==> src/rtl/pointer_command_smoother_top_macros.svh <==
// Assertion macros used by the RTL top file of the pointer command smoother.
`ifndef POINTER_COMMAND_SMOOTHER_TOP_MACROS_SVH
`define POINTER_COMMAND_SMOOTHER_TOP_MACROS_SVH

// Check a property on every rising edge, skipped while reset is asserted.
`define PCS_ASSERT_RST(label, clk, rstn, prop, msg) \
    label: assert property (@(posedge clk) disable iff (!(rstn)) (prop)) \
        else $error(msg);

// Check a property on every rising edge, reset included.
`define PCS_ASSERT_ALWAYS(label, clk, prop, msg) \
    label: assert property (@(posedge clk) (prop)) else $error(msg);

`endif

==> src/rtl/pcs_pkg.sv <==
`timescale 1ns / 1ps
`default_nettype none

package pcs_pkg;

    localparam logic [2:0] CMD_MOVE  = 3'd2;
    localparam logic [2:0] CMD_LEFT  = 3'd3;
    localparam logic [2:0] CMD_RIGHT = 3'd4;
    localparam logic [2:0] CMD_WHEEL = 3'd5;

    localparam logic [1:0] ACT_DOWN = 2'd0;
    localparam logic [1:0] ACT_UP   = 2'd1;
    localparam logic [1:0] ACT_MOVE = 2'd2;

    localparam logic signed [7:0] WHEEL_STEP_UP   = 8'sd80;
    localparam logic signed [7:0] WHEEL_STEP_DOWN = -8'sd80;
    localparam logic signed [7:0] WHEEL_NONE      = 8'sd0;

    typedef enum logic [2:0] {
        KIND_MOVE  = 3'd0,
        KIND_LDOWN = 3'd1,
        KIND_LUP   = 3'd2,
        KIND_RDOWN = 3'd3,
        KIND_RUP   = 3'd4,
        KIND_WHEEL = 3'd5
    } kind_t;

    typedef struct packed {
        logic             has_result;
        logic             is_move;
        kind_t            kind;
        logic signed [7:0] wheel;
    } evt_t;

endpackage

`default_nettype wire

==> src/rtl/pointer_command_smoother_top.sv <==
`timescale 1ns / 1ps
`default_nettype none

// Pointer command smoother. Input transfers carry command and action in s_tuser and the
// two signed coordinates in s_tdata; each result transfer carries the event kind in m_tuser
// and the smoothed motion and wheel step in m_tdata. One transfer is accepted every clock
// cycle when the result side keeps up; a result passes from the input register into the
// result register before it is offered on m_tvalid, and waits in the input register while
// the result side stalls. The rate is set by the combinational path from the input
// register through the five-sample sums and the reciprocal multiply that divides by
// five. Commands that produce no event still pass through the input register and keep
// their wheel state updates in order.

`include "pointer_command_smoother_top_macros.svh"

module pointer_command_smoother_top #(
    parameter int COORD_BITS = 16
) (
    input  wire                              aclk,
    input  wire                              aresetn,
    input  wire                              s_tvalid,
    output logic                             s_tready,
    // coord_x, coord_y, zero pad
    input  wire  [((2*COORD_BITS+7)/8)*8-1:0] s_tdata,
    // command, action
    input  wire  [4:0]                       s_tuser,
    output logic                             m_tvalid,
    input  wire                              m_tready,
    // move_dx, move_dy, wheel_amount, zero pad
    output logic [((2*COORD_BITS+15)/8)*8-1:0] m_tdata,
    // event_kind
    output logic [2:0]                       m_tuser
);

    localparam int M_DATA_W = ((2*COORD_BITS+15)/8)*8;

    logic                         in_valid_reg, in_valid_next;
    logic [2:0]                   cmd_reg, cmd_next;
    logic [1:0]                   act_reg, act_next;
    logic signed [COORD_BITS-1:0] x_reg, x_next;
    logic signed [COORD_BITS-1:0] y_reg, y_next;

    logic                         m_valid_reg, m_valid_next;
    pcs_pkg::kind_t               kind_reg, kind_next;
    logic signed [COORD_BITS-1:0] dx_reg, dx_next;
    logic signed [COORD_BITS-1:0] dy_reg, dy_next;
    logic signed [7:0]            wheel_reg, wheel_next;

    logic                         out_free;
    logic                         step;
    logic                         in_take;
    logic                         move_step;
    logic signed [COORD_BITS-1:0] avg_x;
    logic signed [COORD_BITS-1:0] avg_y;
    pcs_pkg::evt_t                evt;

    assign out_free  = !m_valid_reg || m_tready;
    assign step      = in_valid_reg && out_free;
    assign s_tready  = !in_valid_reg || out_free;
    assign in_take   = s_tvalid && s_tready;
    assign move_step = step && evt.is_move;

    pcs_axis_avg #(
        .COORD_BITS(COORD_BITS)
    ) u_avg_x (
        .aclk     (aclk),
        .aresetn  (aresetn),
        .shift_en (move_step),
        .sample   (x_reg),
        .avg      (avg_x)
    );

    pcs_axis_avg #(
        .COORD_BITS(COORD_BITS)
    ) u_avg_y (
        .aclk     (aclk),
        .aresetn  (aresetn),
        .shift_en (move_step),
        .sample   (y_reg),
        .avg      (avg_y)
    );

    pcs_event_gen #(
        .COORD_BITS(COORD_BITS)
    ) u_event (
        .aclk     (aclk),
        .aresetn  (aresetn),
        .step_en  (step),
        .command  (cmd_reg),
        .action   (act_reg),
        .coord_y  (y_reg),
        .evt      (evt)
    );

    always_comb begin
        in_valid_next = in_valid_reg;
        cmd_next      = cmd_reg;
        act_next      = act_reg;
        x_next        = x_reg;
        y_next        = y_reg;
        if (in_take) begin
            in_valid_next = 1'b1;
            cmd_next      = s_tuser[2:0];
            act_next      = s_tuser[4:3];
            x_next        = s_tdata[COORD_BITS-1:0];
            y_next        = s_tdata[2*COORD_BITS-1:COORD_BITS];
        end else if (step) begin
            in_valid_next = 1'b0;
        end
    end

    always_comb begin
        m_valid_next = m_valid_reg;
        kind_next    = kind_reg;
        dx_next      = dx_reg;
        dy_next      = dy_reg;
        wheel_next   = wheel_reg;
        if (step) begin
            m_valid_next = evt.has_result;
            if (evt.has_result) begin
                kind_next  = evt.kind;
                dx_next    = evt.is_move ? avg_x : '0;
                dy_next    = evt.is_move ? avg_y : '0;
                wheel_next = evt.wheel;
            end
        end else if (m_tready) begin
            m_valid_next = 1'b0;
        end
    end

    always_ff @(posedge aclk) begin
        if (!aresetn) begin
            in_valid_reg <= 1'b0;
            m_valid_reg  <= 1'b0;
        end else begin
            in_valid_reg <= in_valid_next;
            m_valid_reg  <= m_valid_next;
        end
    end

    always_ff @(posedge aclk) begin
        cmd_reg   <= cmd_next;
        act_reg   <= act_next;
        x_reg     <= x_next;
        y_reg     <= y_next;
        kind_reg  <= kind_next;
        dx_reg    <= dx_next;
        dy_reg    <= dy_next;
        wheel_reg <= wheel_next;
    end

    assign m_tvalid = m_valid_reg;
    assign m_tuser  = kind_reg;
    assign m_tdata  = M_DATA_W'({wheel_reg, dy_reg, dx_reg});

    `PCS_ASSERT_ALWAYS(a_reset_clears, aclk,
        !aresetn |=> !in_valid_reg && !m_valid_reg,
        "stage valid bits not cleared by reset")
    `PCS_ASSERT_RST(a_hold_pending, aclk, aresetn,
        in_valid_reg && !out_free |=> in_valid_reg && $stable(cmd_reg) && $stable(y_reg),
        "pending command lost while result side stalled")
    `PCS_ASSERT_RST(a_motion_only_on_move, aclk, aresetn,
        m_valid_reg && kind_reg != pcs_pkg::KIND_MOVE |-> dx_reg == '0 && dy_reg == '0,
        "nonzero motion on a non-move event")
    `PCS_ASSERT_RST(a_wheel_only_on_wheel, aclk, aresetn,
        m_valid_reg |-> (kind_reg == pcs_pkg::KIND_WHEEL) == (wheel_reg != '0),
        "wheel step does not match event kind")

endmodule

`default_nettype wire

==> src/rtl/pcs_axis_avg.sv <==
`timescale 1ns / 1ps
`default_nettype none

module pcs_axis_avg #(
    parameter int COORD_BITS = 16
) (
    input  wire                          aclk,
    input  wire                          aresetn,
    input  wire                          shift_en,
    input  wire  signed [COORD_BITS-1:0] sample,
    output logic signed [COORD_BITS-1:0] avg
);

    localparam int SUM_W   = COORD_BITS + 3;
    localparam int MAG_W   = COORD_BITS + 2;
    localparam int SHIFT   = MAG_W + 3;
    localparam int RECIP_W = MAG_W + 1;
    localparam int PROD_W  = MAG_W + RECIP_W;
    localparam logic [RECIP_W-1:0] DIV5_RECIP =
        RECIP_W'(((64'd1 << SHIFT) + 64'd4) / 64'd5);

    logic signed [COORD_BITS-1:0] hist_reg  [4];
    logic signed [COORD_BITS-1:0] hist_next [4];

    logic signed [SUM_W-1:0]      sum;
    logic                         all_nonzero;
    logic                         sum_neg;
    logic [MAG_W-1:0]             mag;
    logic [PROD_W-1:0]            prod;
    logic [COORD_BITS-1:0]        quot;

    always_comb begin
        for (int i = 0; i < 3; i++) begin
            hist_next[i] = hist_reg[i+1];
        end
        hist_next[3] = sample;
    end

    always_ff @(posedge aclk) begin
        if (!aresetn) begin
            for (int i = 0; i < 4; i++) begin
                hist_reg[i] <= '0;
            end
        end else if (shift_en) begin
            for (int i = 0; i < 4; i++) begin
                hist_reg[i] <= hist_next[i];
            end
        end
    end

    always_comb begin
        sum = {{3{sample[COORD_BITS-1]}}, sample};
        all_nonzero = (sample != '0);
        for (int i = 0; i < 4; i++) begin
            sum = sum + {{3{hist_reg[i][COORD_BITS-1]}}, hist_reg[i]};
            if (hist_reg[i] == '0) begin
                all_nonzero = 1'b0;
            end
        end
    end

    // Truncate toward zero: divide the magnitude, then restore the sign.
    assign sum_neg = sum[SUM_W-1];
    assign mag     = sum_neg ? MAG_W'(-sum) : MAG_W'(sum);
    assign prod    = PROD_W'(mag) * PROD_W'(DIV5_RECIP);
    assign quot    = prod[SHIFT +: COORD_BITS];

    always_comb begin
        if (!all_nonzero) begin
            avg = '0;
        end else if (sum_neg) begin
            avg = -$signed(quot);
        end else begin
            avg = $signed(quot);
        end
    end

endmodule

`default_nettype wire

==> src/rtl/pcs_event_gen.sv <==
`timescale 1ns / 1ps
`default_nettype none

module pcs_event_gen #(
    parameter int COORD_BITS = 16
) (
    input  wire                         aclk,
    input  wire                         aresetn,
    input  wire                         step_en,
    input  wire  [2:0]                  command,
    input  wire  [1:0]                  action,
    input  wire signed [COORD_BITS-1:0] coord_y,
    output pcs_pkg::evt_t               evt
);

    logic signed [COORD_BITS-1:0] wheel_y_reg;
    logic signed [COORD_BITS-1:0] wheel_y_next;
    logic                         wheel_latch;

    always_comb begin
        evt.has_result = 1'b0;
        evt.is_move    = 1'b0;
        evt.kind       = pcs_pkg::KIND_MOVE;
        evt.wheel      = pcs_pkg::WHEEL_NONE;
        wheel_latch    = 1'b0;
        unique case (command)
            pcs_pkg::CMD_MOVE: begin
                evt.has_result = 1'b1;
                evt.is_move    = 1'b1;
            end
            pcs_pkg::CMD_LEFT, pcs_pkg::CMD_RIGHT: begin
                if (action == pcs_pkg::ACT_DOWN) begin
                    evt.has_result = 1'b1;
                    evt.kind = (command == pcs_pkg::CMD_LEFT) ?
                               pcs_pkg::KIND_LDOWN : pcs_pkg::KIND_RDOWN;
                end else if (action == pcs_pkg::ACT_UP) begin
                    evt.has_result = 1'b1;
                    evt.kind = (command == pcs_pkg::CMD_LEFT) ?
                               pcs_pkg::KIND_LUP : pcs_pkg::KIND_RUP;
                end
            end
            pcs_pkg::CMD_WHEEL: begin
                if (action == pcs_pkg::ACT_DOWN) begin
                    wheel_latch = 1'b1;
                end else if (action == pcs_pkg::ACT_MOVE) begin
                    wheel_latch = 1'b1;
                    evt.kind    = pcs_pkg::KIND_WHEEL;
                    if (coord_y > wheel_y_reg) begin
                        evt.has_result = 1'b1;
                        evt.wheel      = pcs_pkg::WHEEL_STEP_DOWN;
                    end else if (coord_y < wheel_y_reg) begin
                        evt.has_result = 1'b1;
                        evt.wheel      = pcs_pkg::WHEEL_STEP_UP;
                    end
                end
            end
            default: begin
            end
        endcase
    end

    assign wheel_y_next = (step_en && wheel_latch) ? coord_y : wheel_y_reg;

    always_ff @(posedge aclk) begin
        if (!aresetn) begin
            wheel_y_reg <= '0;
        end else begin
            wheel_y_reg <= wheel_y_next;
        end
    end

endmodule

`default_nettype wire
==> config.mk <==
export PLATFORM = sky130hd
export DESIGN_NAME = pointer_command_smoother_top
export DESIGN_NICKNAME = d
export VERILOG_FILES = /design/src/rtl/pcs_pkg.sv /design/src/rtl/pointer_command_smoother_top.sv /design/src/rtl/pcs_axis_avg.sv /design/src/rtl/pcs_event_gen.sv
export VERILOG_INCLUDE_DIRS = /design/src /design/src/rtl
export SDC_FILE = /design/constraint.sdc
export NUM_CORES = 1
export LEC_CHECK = 0
export BUFFER_PORTS_ARGS = -buffer_cell sky130_fd_sc_hd__buf_4
export CORE_MARGIN = 1
export CORE_UTILIZATION = 34
export DETAILED_ROUTE_END_ITERATION = 10
export GPL_ROUTABILITY_DRIVEN = 0
export SLEW_MARGIN = 20
export SYNTH_ARGS = -nofsm -noshare
export SYNTH_HDL_FRONTEND = slang
export SYNTH_SLANG_ARGS = --single-unit
==> constraint.sdc <==
create_clock -name aclk -period 17.65 [get_ports aclk]
set_clock_uncertainty 0.15 [all_clocks]
set_input_delay 0 -clock aclk [delete_from_list [all_inputs] [get_ports aclk]]
set_output_delay 0 -clock aclk [all_outputs]
set_load 0.01 [all_outputs]
---- After elaboration in Yosys (flattened, before gate mapping) ----
Memory sizes are Yosys's and may differ from the RTL's.
Cells that the tools add are included.
W data, S select, Z words.
storage, ports and cells
  register bits after elaboration ......... 98
  memory bits (writable) .................. 128
  input bits .............................. 41
  output and inout port bits .............. 45
  memories kept ........................... 2
memories
  memory            words  bits a word  rd ports  clocked after memory_dff  wr ports  line                text
  u_avg_x.hist_reg  4      16           4         0                         4         pcs_axis_avg.sv:22  logic signed [COORD_BITS-1:0] hist_reg [4];
  u_avg_y.hist_reg  4      16           4         0                         4         pcs_axis_avg.sv:22
operators by class
  add/subtract/negate cells ............... 12
  $mul .................................... 2
  $lt $le $gt $ge ......................... 2
  equal/unequal tests ..................... 6
  multiplexer cells ....................... 48
  bitwise logic cells ..................... 10
  reduce and logical (&&, ||, !) cells .... 27
operators by type and width
  kind                      count
  $mux W16                  10
  $logic_not A16 Y1         8
  $add A19 B19 Y19          6
  $mul A18 B19 Y37 const B  2
  $mux W18                  2
  $neg A18 Y18              2
  $add A16 B16 Y17          2
  $neg A16 Y16              2
  $reduce_bool A16 Y1       2
  $mux W1                   26
  $mux W11                  2
  $gt A16 B16 Y1            1
  $lt A16 B16 Y1            1
  $mux W3                   3
  $mux W8                   1
  $or A1 B1 Y1              8
  $mux W7                   1
  $eq A3 B2 Y1 const B      2
  $eq A3 B3 Y1 const B      2
  $pmux W3 S2               1
  $reduce_and A2 Y1         3
  $logic_and A1 B1 Y1       4
  $reduce_bool A2 Y1        2
  $reduce_or A4 Y1          1
  other kinds (10)          13

---- Logic depth before layout (Yosys ltp) ----
An unclocked memory read counts as a cell.
  depth in word-level cells ............... 10
  depth in mapped cells ................... 57
  depth with buffers taken out ............ 56

---- By module ----
From an unflattened synthesis, not the netlist that was laid out.
second synthesis, totals
  cell total of the unflattened synthesis .. 2627
  area total of the unflattened synthesis .. 26324.0 um2
by module, submodules not included
  module                        instances  cells an instance  area an instance (um2)
  pcs_axis_avg at u_avg_y       1          1176               11203.2
  pcs_axis_avg at u_avg_x       1          1159               11086.9
  pointer_command_smoother_top  1          129                2768.9
  pcs_event_gen                 1          163                1265.0

---- Worst setup path before layout ----
OpenSTA, ideal clock, no wires.
  kind .................................... flip-flop to flip-flop
  start point ............................. register x_reg[1]
  end point ............................... register dx_reg[13], data pin
  setup time .............................. 0.266 ns
  arrival time ............................ 11.634 ns
  slack ................................... 5.600 ns
  cell stages (with the launch flop) ...... 46
  buffers on the path ..................... 1
  clock period less this slack ............ 12.050 ns
  cells stage by stage .................... edfxtp_1 ha_1 a21o_1 a21oi_1 o21ai_0 a21oi_1 nand2b_1 a21boi_0 o31a_1 o41ai_1 o21bai_1 a21oi_1 xnor2_1 fa_1 inv_1 fa_1 inv_1 ha_1 (+10 left out) fa_1 inv_1 fa_1 fa_1 fa_1 fa_1 fa_1 inv_1 ha_1 o211a_1 o311ai_0 o211ai_1 xnor2_1 nor4b_1 nor4b_2 a31oi_1 xnor2_1 nor2_1
on the way
  longest elaborated chain between the ends .. 9
  elaborated cells on any way between the ends .. 15
  classes of those cells .................. add/sub (6); mul (1); mux (6); reduce/logical (2)
ends and longest elaborated chain
  element                         line                                 text
  start, declared                 pointer_command_smoother_top.sv:40   logic signed [COORD_BITS-1:0] x_reg, x_next;
  start signal, assigned          pointer_command_smoother_top.sv:144  x_reg <= x_next;
  $add A16 B16 Y17                pcs_axis_avg.sv:55                   sum = sum + {{3{hist_reg[i][COORD_BITS-1]}}, hist_reg[i]};
  $add A19 B19 Y19 (3 in series)  pcs_axis_avg.sv:55
  $neg A18 Y18                    pcs_axis_avg.sv:64                   assign mag = sum_neg ? MAG_W'(-sum) : MAG_W'(sum);
  $mux W18                        pcs_axis_avg.sv:64
  $mul A18 B19 Y37                pcs_axis_avg.sv:65                   assign prod = PROD_W'(mag) * PROD_W'(DIV5_RECIP);
  $neg A16 Y16                    pcs_axis_avg.sv:72                   avg = -$signed(quot);
  $mux W16                        pcs_axis_avg.sv:71                   end else if (sum_neg) begin
  end signal, assigned            pointer_command_smoother_top.sv:147  dx_reg <= dx_next;
  end, declared                   pointer_command_smoother_top.sv:45   logic signed [COORD_BITS-1:0] dx_reg, dx_next;
Parallel ways exist; a longest one is shown, timed or not.
A chain may end at the register's enable or synchronous reset.

---- Worst setup path in the final report ----
  start point ............................. register x_reg[0]
  end point ............................... register dx_reg[15], data pin
Same word-level chain as after synthesis.

==> Implementation_results.wiki <==
{| class="wikitable"
! Metric !! Value
|-
| Run status || finished, violations left
|-
| Violated checks || DRC
|-
| Via-to-Cell Ratio || 4.629
|-
| Buffers from clock root to sink, at most || 3
|-
| Clock slew at reported path FFs || 60 ps
|-
| Multi-input gate area in the final layout || 16650 µm²
|-
| Number of warnings issued by yosys || 0
|-
| Sum of net half-perimeters after detailed placement || 43.40 mm
|-
| Width of the die || 274.4 µm
|-
| Number of buffer cells added on primary ports || 81
|-
| Largest area contributor in the netlist || sky130_fd_sc_hd__edfxtp_1
|-
| First-iteration detailed-routing DRC count || 761
|-
| Number of enable-type register cells in the synthesized netlist || 203
|-
| Aggregate global-route resource usage || 14.32%
|-
| Number of global-route vias before repair || 17222
|-
| Initial standard-cell utilization of the core || 34.45%
|-
| Post-cts resize count || 0
|-
| Count of different cell masters after synthesis || 87
|-
| # fillers || 7200
|-
| Clk sinks || 221
|-
| Data required, critical path || 17770 ps
|-
| Leading cell type in the layout, fill and taps excluded || sky130_fd_sc_hd__inv_1
|-
| P&R area growth vs syn || 12.55%
|-
| Number of antenna violations at the first check in global routing || 0
|-
| Number of max-slew violations in the final report || 0
|-
| Average detailed-routed wire length per instance || 14.65 µm
|-
| Worst Setup Path Type || flop to flop
|-
| Setup slack after layout || 4430 ps
|-
| Num CTS Buffers || 27
|-
| Via count || 16601
|-
| Synth Area per Inst || 10.21 µm²
|-
| Share of flip-flops with an asynchronous set or reset || 0%
|-
| Top post-synthesis cells by area || sky130_fd_sc_hd__edfxtp_1 24%, sky130_fd_sc_hd__fa_1 22%, sky130_fd_sc_hd__ha_1 17%
|-
| First-pass GRT wire length || 87.42 mm
|-
| Clock tree from TritonCTS || built
|-
| Clk_lat worst skew || 560 ps
|-
| Maximum fanout along the worst path || 34
|-
| # diodes || 0
|-
| Tightest slew margin relative to the limit || 31.46%
|-
| Post-synthesis sequential element count || 221
|-
| Instance count of the mapped netlist || 2470
|-
| CP Capture Type || flop
|-
| Top library cells by usage in the layout, fill and taps aside || 526 x sky130_fd_sc_hd__inv_1, 344 x sky130_fd_sc_hd__ha_1, 271 x sky130_fd_sc_hd__fa_1
|-
| DRT Pass-1 Iters || 7
|-
| Placed Cells incl. Taps || 3475
|-
| Clock period minus worst slack || 13220 ps
|-
| Register area || 6456 µm²
|-
| Transition time at the pin with the least slew margin || 1028 ps
|-
| Residual DRC count || 9
|-
| Pre-CTS worst setup slack || 4381 ps
|-
| Max cap viols || 0
|-
| Cell with the largest stage delay on the worst path || sky130_fd_sc_hd__a2111oi_0
|-
| Prevailing post-synth register cell || sky130_fd_sc_hd__edfxtp_1
|-
| Top cell by count, worst path || sky130_fd_sc_hd__fa_1
|-
| Final Cycle Share || 74.90%
|-
| Post-Synthesis Cell Area || 25220 µm²
|-
| Launching element type of the critical path || flop
|-
| Total of endpoints with negative setup slack in the final report || 0
|-
| Largest stage delay on the critical path || 540 ps
|-
| Wirelength, routed || 52.53 mm
|-
| Vert. Die Dim || 274.4 µm
|-
| Max Fclk || 0.07564 GHz
|-
| Final global-route overflow total || 0
|-
| Layout cell share with drive strength beyond 1 || 6.471%
|-
| Maximum number of pins on one net before global-route repair || 129
|-
| Class of the tightest hold or removal check || input pin to flop
|-
| Unrepaired setup endpoints after global routing || no
|-
| CP Data Arrival Time || 13340 ps
|-
| Hold Path Depth || 2
|-
| Die Footprint || 75280 µm²
|-
| Final hold viol count || 0
|-
| Clock root buffer || sky130_fd_sc_hd__clkbuf_16
|-
| # IOs || 86
|-
| Final nets || 3262
|-
| Number of buffers added for setup after CTS || 0
|-
| Number of routed nets with antenna violations || 0
|-
| Core area || 73210 µm²
|-
| Number of standard cells in the layout, taps in and fillers out || 3586
|-
| Fraction of the yosys area taken by sequential cells || 25.60%
|-
| Number of rows in the core area || 99
|-
| Top cell type's share of synthesized area || 24.17%
|-
| CTS H-tree depth || 1
|-
| Setup Total Neg Slack || 0 ps
|-
| Worst Reg2Reg Path Length in Cells || 48
|}
==> layout make-up <==
type	instances	area share (%)
inverter	526	6.955
clock inverter	15	0.3967
multi-input combinational	1684	58.65
timing repair buffer	146	4.399
sequential	221	22.74
tap	959	4.227
clock buffer	35	2.627
==> stage by stage <==
step,instance area (µm²),hold slack (ps),utilization [%]
finish,28390,26.22,38.78
global route,28390,14.91,38.78
CTS,28380,1.730,38.77
detailed placement,26910,29.36,36.76
global placement,26910,28.81,36.76
floorplan,25230,-51.13,-
==> worst paths after layout <==
kind	from	endpoint	slack, ps
max	x_reg[0]	dx_reg[15]	4430
min	s_tdata[2]	x_reg[2]	30
max reg2reg	x_reg[0]	dx_reg[15]	4430
min reg2reg	u_event.wheel_y_reg[0]	u_event.wheel_y_reg[0]	360
==> cell families (layout without fill, tap and decap cells) <==
family | Yosys count | after routing | synth area share [%]
AO/OA/AOI/OAI | 343 | 343 | 9.341
XOR/XNOR | 141 | 141 | 4.896
adder cells (fa/ha/maj) | 615 | 615 | 38.57
buffers and inverters | 568 | 722 | 8.542
flip-flops | 221 | 221 | 25.60
multiplexers | 20 | 20 | 0.8036
other | 1 | 4 | 0.01487
AND/OR/NAND/NOR | 561 | 561 | 12.23
==> worst max-delay path: cells and delay by family, from the launching register on <==
| kind | cells | cell delay [ps] |
|---|---|---|
| AO/OA/AOI/OAI | 16 | 3720 |
| XOR/XNOR | 3 | 820 |
| adder cells (fa/ha/maj) | 12 | 5170 |
| buffers and inverters | 8 | 780 |
| flip-flops | 1 | 370 |
| AND/OR/NAND/NOR | 9 | 1900 |
==> what timing repair did <==
item	CTS	global route
hold buffers	61	0
endpoints found under the hold margin	55	0
setup endpoints to repair	0	0
==> synthesized netlist by cell type, drive strengths merged (5+ instances only) <==
library cell,n
inv,526
a21o,27
nor4,44
o21bai,13
a31oi,19
and2,147
o31a,7
nand3,24
o211ai,8
xor2,52
o21ai,57
or2,13
fa,271
xnor2,89
o21a,15
o41ai,5
dfxtp,18
nor3,38
a211oi,10
nand4,24
clkbuf,33
or3,16
and3,10
nor2,116
nor2b,44
buf,9
a21oi,113
mux2i,18
a211o,7
a21boi,7
o31ai,9
nand2b,14
ha,344
edfxtp,203
nand2,55
==> metal layers <==
metal / vias up / GRT usage [%] / part of all wire, % / wire, µm
met1: 7874 / 21.09 / 52 / 27400
met3: 46 / 1.970 / 3.8 / 2005
met4: 0 / 2.719 / 1.5 / 814
met5: - / 0 / 0 / 0
met2: 225 / 22.34 / 42 / 22310
li1: 8456 / - / - / -
Power is left out: the tool's default activity adds up to more than one toggle a clock period on the data nets, which glitch-free logic cannot reach.
